===== config.mk =====
export PLATFORM = sky130hd
export DESIGN_NAME = slot_bits_to_byte_unpacker_core
export DESIGN_NICKNAME = d
export VERILOG_FILES = /design/src/sbu_pkg.sv /design/src/slot_bits_to_byte_unpacker_core.sv /design/src/sbu_assemble.sv /design/src/sbu_emit.sv
export SDC_FILE = /design/constraint.sdc
export NUM_CORES = 1
export LEC_CHECK = 0
export BUFFER_PORTS_ARGS = -buffer_cell sky130_fd_sc_hd__buf_2
export CORE_MARGIN = 3
export CORE_UTILIZATION = 35
export DETAILED_ROUTE_END_ITERATION = 6
export PLACE_DENSITY = 0.6
export SYNTH_ARGS = -nofsm -noshare
export SYNTH_HDL_FRONTEND = slang
export SYNTH_HIERARCHICAL = 1
export SYNTH_SLANG_ARGS = --single-unit
export TNS_END_PERCENT = 100

===== constraint.sdc =====
create_clock -name clk -period 10.6 [get_ports clk]
set_clock_uncertainty 0.1 [all_clocks]
set_input_delay 1.06 -clock clk [delete_from_list [all_inputs] [get_ports clk]]
set_output_delay 1.06 -clock clk [all_outputs]
set_load 0.01 [all_outputs]

===== src/sbu_pkg.sv =====
// Shared constants and types for the slot-bits to byte unpacker.
package sbu_pkg;

  // Default upper bound on the payload length in bytes.
  localparam int unsigned MAX_PAYLOAD_BYTES_DEF = 4096;

  // Slot word that is read as zero.
  localparam logic [63:0] SENTINEL_SLOT = 64'd8888;

  // Configuration register widths and reset values.
  localparam int unsigned BPS_W = 6;
  localparam int unsigned PB_W  = 13;
  localparam logic [BPS_W-1:0] BPS_RESET = 6'd17;
  localparam logic [PB_W-1:0]  PB_RESET  = 13'd256;

  // Configuration register indexes.
  localparam logic [0:0] REG_SLOT_WIDTH    = 1'b0;
  localparam logic [0:0] REG_PAYLOAD_BYTES = 1'b1;

  // Field widths.
  localparam int unsigned SLOT_W  = 64;
  localparam int unsigned INDEX_W = 12;

  // A group of up to eight finished bytes produced by one slot.
  typedef struct packed {
    logic [SLOT_W-1:0]  data;   // byte j sits in bits [8j+7:8j]
    logic [3:0]         cnt;    // number of valid bytes, 0 to 8
    logic [INDEX_W-1:0] base;   // payload index of the first byte
    logic               done;   // the final byte of the group ends the payload
  } burst_t;

endpackage


===== src/slot_bits_to_byte_unpacker_core.sv =====
// Top level of the slot-bits to byte unpacker: configuration, input register, units.
// Path: a slot is accepted into the input register, moves on into the burst buffer,
// and its bytes then leave through the output register. Throughput: one byte per
// cycle out of the burst buffer while out_stall is low; a slot yields up to eight
// bytes, and the single output byte lane limits the rate.
// Reset: synchronous; clears the assembly state and all valid flags, and sets
// the slot width to 17 and payload_bytes to 256.
module slot_bits_to_byte_unpacker_core #(
  parameter int unsigned MAX_PAYLOAD_BYTES = sbu_pkg::MAX_PAYLOAD_BYTES_DEF
) (
  input  logic                        clk,
  input  logic                        rst,
  input  logic                        cfg_write,
  input  logic [0:0]                  cfg_index,
  input  logic [sbu_pkg::PB_W-1:0]    cfg_data,
  input  logic                        in_valid,
  output logic                        in_stall,
  input  logic [sbu_pkg::SLOT_W-1:0]  slot_word,
  output logic                        out_valid,
  input  logic                        out_stall,
  output logic [7:0]                  byte_value,
  output logic [sbu_pkg::INDEX_W-1:0] byte_index,
  output logic                        payload_done,
  output logic                        last
);
  import sbu_pkg::*;

  localparam int unsigned CNT_W = $clog2(MAX_PAYLOAD_BYTES + 1);

  // Configuration registers.
  logic [BPS_W-1:0] slot_width;
  logic [PB_W-1:0]  payload_bytes;
  logic             clear;

  // Input register.
  logic              in_full;
  logic [SLOT_W-1:0] slot_r;

  logic             burst_free;
  logic             advance;
  logic [CNT_W-1:0] eff_payload;
  burst_t           burst;

  // Configuration writes; a new payload length restarts assembly.
  always_ff @(posedge clk) begin
    if (rst) begin
      slot_width    <= BPS_RESET;
      payload_bytes <= PB_RESET;
    end else if (cfg_write) begin
      unique case (cfg_index)
        REG_SLOT_WIDTH:    slot_width    <= cfg_data[BPS_W-1:0];
        REG_PAYLOAD_BYTES: payload_bytes <= cfg_data;
        default: ;
      endcase
    end
  end

  assign clear = cfg_write && (cfg_index == REG_PAYLOAD_BYTES);

  // Payload length clamped to the supported range.
  always_comb begin
    if (payload_bytes == '0) begin
      eff_payload = CNT_W'(1);
    end else if (32'(payload_bytes) > 32'(MAX_PAYLOAD_BYTES)) begin
      eff_payload = CNT_W'(MAX_PAYLOAD_BYTES);
    end else begin
      eff_payload = CNT_W'(payload_bytes);
    end
  end

  // Input register handshake.
  assign advance  = in_full && burst_free;
  assign in_stall = in_full && !burst_free;

  always_ff @(posedge clk) begin
    if (rst) begin
      in_full <= 1'b0;
    end else if (in_valid && !in_stall) begin
      in_full <= 1'b1;
    end else if (advance) begin
      in_full <= 1'b0;
    end
  end

  always_ff @(posedge clk) begin
    if (in_valid && !in_stall) begin
      slot_r <= slot_word;
    end
  end

  sbu_assemble #(
    .CNT_W(CNT_W)
  ) u_assemble (
    .clk          (clk),
    .rst          (rst),
    .clear        (clear),
    .advance      (advance),
    .slot         (slot_r),
    .slot_width   (slot_width),
    .eff_payload  (eff_payload),
    .burst        (burst)
  );

  sbu_emit u_emit (
    .clk         (clk),
    .rst         (rst),
    .load        (advance && (burst.cnt != 4'd0)),
    .burst_in    (burst),
    .burst_free  (burst_free),
    .out_valid   (out_valid),
    .out_stall   (out_stall),
    .byte_value  (byte_value),
    .byte_index  (byte_index),
    .payload_done(payload_done),
    .last        (last)
  );

  // The final byte of a payload always closes the transaction group of its slot.
  a_done_is_last: assert property (@(posedge clk) disable iff (rst)
    out_valid && payload_done |-> last)
    else $error("payload_done without last");

  // Bytes of one slot follow each other without a gap.
  a_burst_continues: assert property (@(posedge clk) disable iff (rst)
    out_valid && !out_stall && !last |=> out_valid)
    else $error("gap inside a burst");

  // The input side stalls only while the input register holds a slot.
  a_stall_needs_item: assert property (@(posedge clk) disable iff (rst)
    in_stall |-> in_full)
    else $error("stall with empty input register");

  // Nothing is presented right after reset.
  a_reset_idle: assert property (@(posedge clk)
    rst |=> !out_valid && !in_stall)
    else $error("activity after reset");

endmodule


===== src/sbu_assemble.sv =====
// Byte assembly: merges one slot into the partial byte and forms a burst of bytes.
module sbu_assemble #(
  parameter int unsigned CNT_W = 13
) (
  input  logic                      clk,
  input  logic                      rst,
  input  logic                      clear,
  input  logic                      advance,
  input  logic [sbu_pkg::SLOT_W-1:0] slot,
  input  logic [sbu_pkg::BPS_W-1:0]  slot_width,
  input  logic [CNT_W-1:0]          eff_payload,
  output sbu_pkg::burst_t           burst
);
  import sbu_pkg::*;

  // Assembly state.
  logic [7:0]       partial_byte;
  logic [2:0]       partial_bit_count;
  logic [CNT_W-1:0] bytes_done;

  logic             stale;
  logic [7:0]       pb_cur;
  logic [2:0]       pbc_cur;
  logic [CNT_W-1:0] bd_cur;
  logic [CNT_W-1:0] bytes_left;
  logic             near_end;
  logic [31:0]      rem_bits;
  logic [BPS_W-1:0] take;
  logic [SLOT_W-1:0] slot_z;
  logic [SLOT_W-1:0] slot_m;
  logic [70:0]      combined;
  logic [6:0]       total;
  logic [3:0]       nbytes;
  logic             done;
  logic [31:0]      bd_sum;

  // A payload that already ended restarts before the slot is merged.
  always_comb begin
    stale   = 32'(bytes_done) >= 32'(eff_payload);
    pb_cur  = stale ? 8'd0 : partial_byte;
    pbc_cur = stale ? 3'd0 : partial_bit_count;
    bd_cur  = stale ? '0 : bytes_done;
  end

  // Bits taken from the slot are limited by what the payload still misses.
  always_comb begin
    bytes_left = eff_payload - bd_cur;
    near_end   = 32'(bytes_left) < 32'd9;
    rem_bits   = (32'(bytes_left) << 3) - 32'(pbc_cur);
    if (near_end && (rem_bits < 32'(slot_width))) begin
      take = BPS_W'(rem_bits);
    end else begin
      take = slot_width;
    end
  end

  // Append the taken slot bits above the bits already held.
  always_comb begin
    slot_z   = (slot == SENTINEL_SLOT) ? '0 : slot;
    slot_m   = slot_z & ~({SLOT_W{1'b1}} << take);
    combined = ({7'd0, slot_m} << pbc_cur) | 71'(pb_cur);
    total    = 7'(pbc_cur) + 7'(take);
    nbytes   = total[6:3];
    bd_sum   = 32'(bd_cur) + 32'(nbytes);
    done     = (nbytes != 4'd0) && (bd_sum == 32'(eff_payload));
  end

  // Burst handed to the emitter.
  always_comb begin
    burst.data = combined[SLOT_W-1:0];
    burst.cnt  = nbytes;
    burst.base = INDEX_W'(32'(bd_cur));
    burst.done = done;
  end

  // State update when a slot is consumed.
  always_ff @(posedge clk) begin
    if (rst || clear) begin
      partial_byte      <= '0;
      partial_bit_count <= '0;
      bytes_done        <= '0;
    end else if (advance) begin
      if (done) begin
        partial_byte      <= '0;
        partial_bit_count <= '0;
        bytes_done        <= '0;
      end else begin
        partial_byte      <= 8'(combined >> {nbytes, 3'b000});
        partial_bit_count <= total[2:0];
        bytes_done        <= CNT_W'(bd_sum);
      end
    end
  end

endmodule


===== src/sbu_emit.sv =====
// Burst buffer and output register: sends the bytes of one burst one per cycle while the output is not stalled.
module sbu_emit (
  input  logic                        clk,
  input  logic                        rst,
  input  logic                        load,
  input  sbu_pkg::burst_t             burst_in,
  output logic                        burst_free,
  output logic                        out_valid,
  input  logic                        out_stall,
  output logic [7:0]                  byte_value,
  output logic [sbu_pkg::INDEX_W-1:0] byte_index,
  output logic                        payload_done,
  output logic                        last
);
  import sbu_pkg::*;

  // Held burst and read pointer.
  burst_t     burst;
  logic       burst_valid;
  logic [2:0] burst_ptr;

  logic out_load;
  logic at_end;

  always_comb begin
    at_end     = {1'b0, burst_ptr} == (burst.cnt - 4'd1);
    out_load   = burst_valid && (!out_valid || !out_stall);
    burst_free = !burst_valid || (out_load && at_end);
  end

  // Burst buffer control.
  always_ff @(posedge clk) begin
    if (rst) begin
      burst_valid <= 1'b0;
      burst_ptr   <= '0;
    end else if (load) begin
      burst_valid <= 1'b1;
      burst_ptr   <= '0;
    end else if (out_load) begin
      if (at_end) begin
        burst_valid <= 1'b0;
      end
      burst_ptr <= burst_ptr + 3'd1;
    end
  end

  always_ff @(posedge clk) begin
    if (load) begin
      burst <= burst_in;
    end
  end

  // Output register.
  always_ff @(posedge clk) begin
    if (rst) begin
      out_valid <= 1'b0;
    end else if (out_load) begin
      out_valid <= 1'b1;
    end else if (!out_stall) begin
      out_valid <= 1'b0;
    end
  end

  always_ff @(posedge clk) begin
    if (out_load) begin
      byte_value   <= burst.data[{burst_ptr, 3'b000} +: 8];
      byte_index   <= burst.base + INDEX_W'(burst_ptr);
      payload_done <= burst.done && at_end;
      last         <= at_end;
    end
  end

endmodule

==> metrics.cfg <==
[pwr]
total_power_mw = 2.63
power_density_nw_per_um2 = 143
leakagePower_nw = 6.85
peakVddDrop_mv = 0.118

[detailed_routing]
firstDrtPassIters = 6
drt-met1-wl_mm = 27.9
vias = 15857
wl_met3_mm = 6.55
post_drt_wl_per_cell_um = 26.1
wl_met2_mm = 27.7
ant_nets = 0
routed.top_layer = met4
drc = 0
drt_iter0_drc = 2246
via_per_inst = 6.34
finalWirelength_mm = 65.3

[logic_synthesis]
synth_fp_nets = 1946
synth_enable_flop_cells = 167
ys_seq_area_frac = 0.370
synth_warnings = 6
avgSynthCellArea_sq_um = 8.94
synth.ff_latch_count = 216
synth_area_sq_um = 16200
synth_cells = 1813
synthFlopType = edfxtp_1
ys_types = 110
async_flop_share = 0

[floorplanning]
start_util = 0.356
core_sq_um = 45600
top_level_ports = 107
die_y_um = 221
die_x_um = 221
dieArea_sq_um = 48900
fp-row-count = 78

[clocking]
cts_hold_buf = 0
clockRootBuffer = clkbuf_16
clock_path_buffers = 3
cts_num_sinks = 216
cts_tree = yes
clk_pin_slew_ns = 0.07
clk_latency_ns = 0.54
htree_levels = 1
cts_buffers = 25

[layout]
final_common_cell = nand2_1
finalNonFillerCells = 2501
nets = 2014
area_growth_syn_to_layout_pct = 13.0
final_cell_area_sq_um = 18300
drive_above_1_share = 0.161
multi_input_area_sq_um = 9420
ff_latch_area_sq_um = 6000
utilization = 0.402
fillers = 4576
final_cell_mix = 201 x nand2_1, 167 x edfxtp_1, 155 x nor2_1

[placed_design]
pre_cts_ws_ns = 0.0950
gp_congestion = 1.04
placed_cell_area_sq_um = 17300
dpl.hpwl_mm = 49.0
numPortBuffers = 106
dp.cells = 2448

[critical_path]
rrSetupSlack_ns = 0.58
slowest_stage = or4_1
crit_required_ns = 10.97
worstSetupStartpointType = flop
cp_max_fo = 16
end_kind = flop
crit_arrival_ns = 10.38
max_stage_delay_ns = 0.53
worstSetupPathType = flop to flop

[global_routing]
grt_pass1_vias = 14865
antenna_found_initial = 1
grt_first_pass_wirelength_mm = 96.0
grt_overflow = 0
grt_usage = 0.253
grt_max_degree = 83

[timing]
fin_ws_ns = 0.583
setup_viol = 0
tightest_slew_ns = 1.07
hold_violations = 0
slew_headroom = 0.279
slew_viol_final = 0
fmax_mhz = 99.8
min_period_ns = 10.02
fin_setup_tns_ns = 0
period_share = 0.945
hold_ws_ns = 0.373

[worst_hold_path]
hp-class = flop to flop

[run]
drv_cap = 0

[run_status]
status = finished clean

-- worst paths after layout --
path	start	end	cells past startpoint
hold reg to reg	u_assemble/bytes_done[0]$_SDFFE_PP0P_	u_assemble/bytes_done[0]$_SDFFE_PP0P_	2
setup / recovery	payload_bytes[12]$_SDFFE_PP0P_	u_assemble/partial_byte[3]$_SDFFE_PP0P_	47
setup reg to reg	payload_bytes[12]$_SDFFE_PP0P_	u_assemble/partial_byte[3]$_SDFFE_PP0P_	47
hold / removal	u_assemble/bytes_done[0]$_SDFFE_PP0P_	u_assemble/bytes_done[0]$_SDFFE_PP0P_	2
-- routing by layer --
metal  global-route usage  up-vias
li1                     -     7096
met1                0.356     7604
met2                0.376      977
met3               0.0549      180
met4                0.108        0
met5                    0        -
-- cells in the mapped netlist, types with 18 or more instances --
master / n / share of area
a21oi_1: 117 / 0.036
o21ai_0: 87 / 0.027
a31oi_1: 18 / 0.0069
nand4_1: 25 / 0.0097
nand3_1: 54 / 0.017
dfxtp_1: 49 / 0.061
nand2_1: 204 / 0.047
mux2_2: 19 / 0.013
nor3_1: 46 / 0.014
nor4_1: 37 / 0.014
nor2b_1: 18 / 0.0069
xnor2_1: 30 / 0.016
ha_1: 46 / 0.036
clkbuf_1: 86 / 0.020
edfxtp_1: 167 / 0.31
o22ai_1: 24 / 0.0093
nor2_1: 156 / 0.036
mux2i_1: 48 / 0.030
o211ai_1: 31 / 0.014
inv_1: 71 / 0.016
o221ai_1: 20 / 0.011
a21o_1: 20 / 0.0093
a211oi_1: 21 / 0.0097
-- worst max-delay path: cells and delay by family (launching register included) --
family | cells | cell delay (ns)
flops | 1 | 0.45
compound gates | 17 | 3.50
simple gates | 17 | 3.34
xor+xnor | 1 | 0.14
buf+inv | 5 | 0.37
fa+ha+maj | 7 | 2.06
-- repair_timing --
| action | CTS | global route |
|---|---|---|
| endpoints found under the setup margin | 0 | 25 |
| gates resized for setup | 0 | 18 |
| buffers inserted | 0 | 6 |
-- cell families (layout without fill, tap and decap cells) --
family / after synthesis / in the layout / share of synthesized area
and+or+nand+nor: 644 / 644 / 0.191
AOI/OAI and AO/OA: 565 / 565 / 0.248
DFF: 216 / 216 / 0.370
buffers and inverters: 207 / 293 / 0.0561
muxes: 85 / 85 / 0.0693
adders and majority gates: 50 / 50 / 0.0405
xor gates and xnor gates: 46 / 46 / 0.0253
other: 0 / 2 / 0
-- power by group --
part | switching, mW | internal (mW)
Clock | 0.347 | 0.555
Sequential | 0.0364 | 0.976
Combinational | 0.497 | 0.217
Total | 0.880 | 1.75
-- area by class of cell --
| cell class | instances | area share |
|---|---|---|
| multi-input cells | 1390 | 0.514 |
| flip-flops and latches | 216 | 0.328 |
| repair buffers | 166 | 0.0535 |
| well taps | 600 | 0.0410 |
| clock buffers | 30 | 0.0352 |
| inverters | 82 | 0.0168 |
| clock inverters | 15 | 0.0113 |
| diodes | 2 | 0.000273 |
-- sequential cells by signal, summed over array words and instances (netlist names) --
signal / count
slot_width: 6
slot_r: 64
u_emit/burst_valid: 1
u_assemble/bytes_done: 13
u_emit/byte_value: 8
in_full: 1
u_emit/burst_ptr: 3
u_emit/burst: 81
u_emit/out_valid: 1
u_assemble/partial_bit_count: 3
u_assemble/partial_byte: 8
u_emit/payload_done: 1
u_emit/last: 1
u_emit/byte_index: 12
payload_bytes: 13
Power figures use the tool's default switching activity.
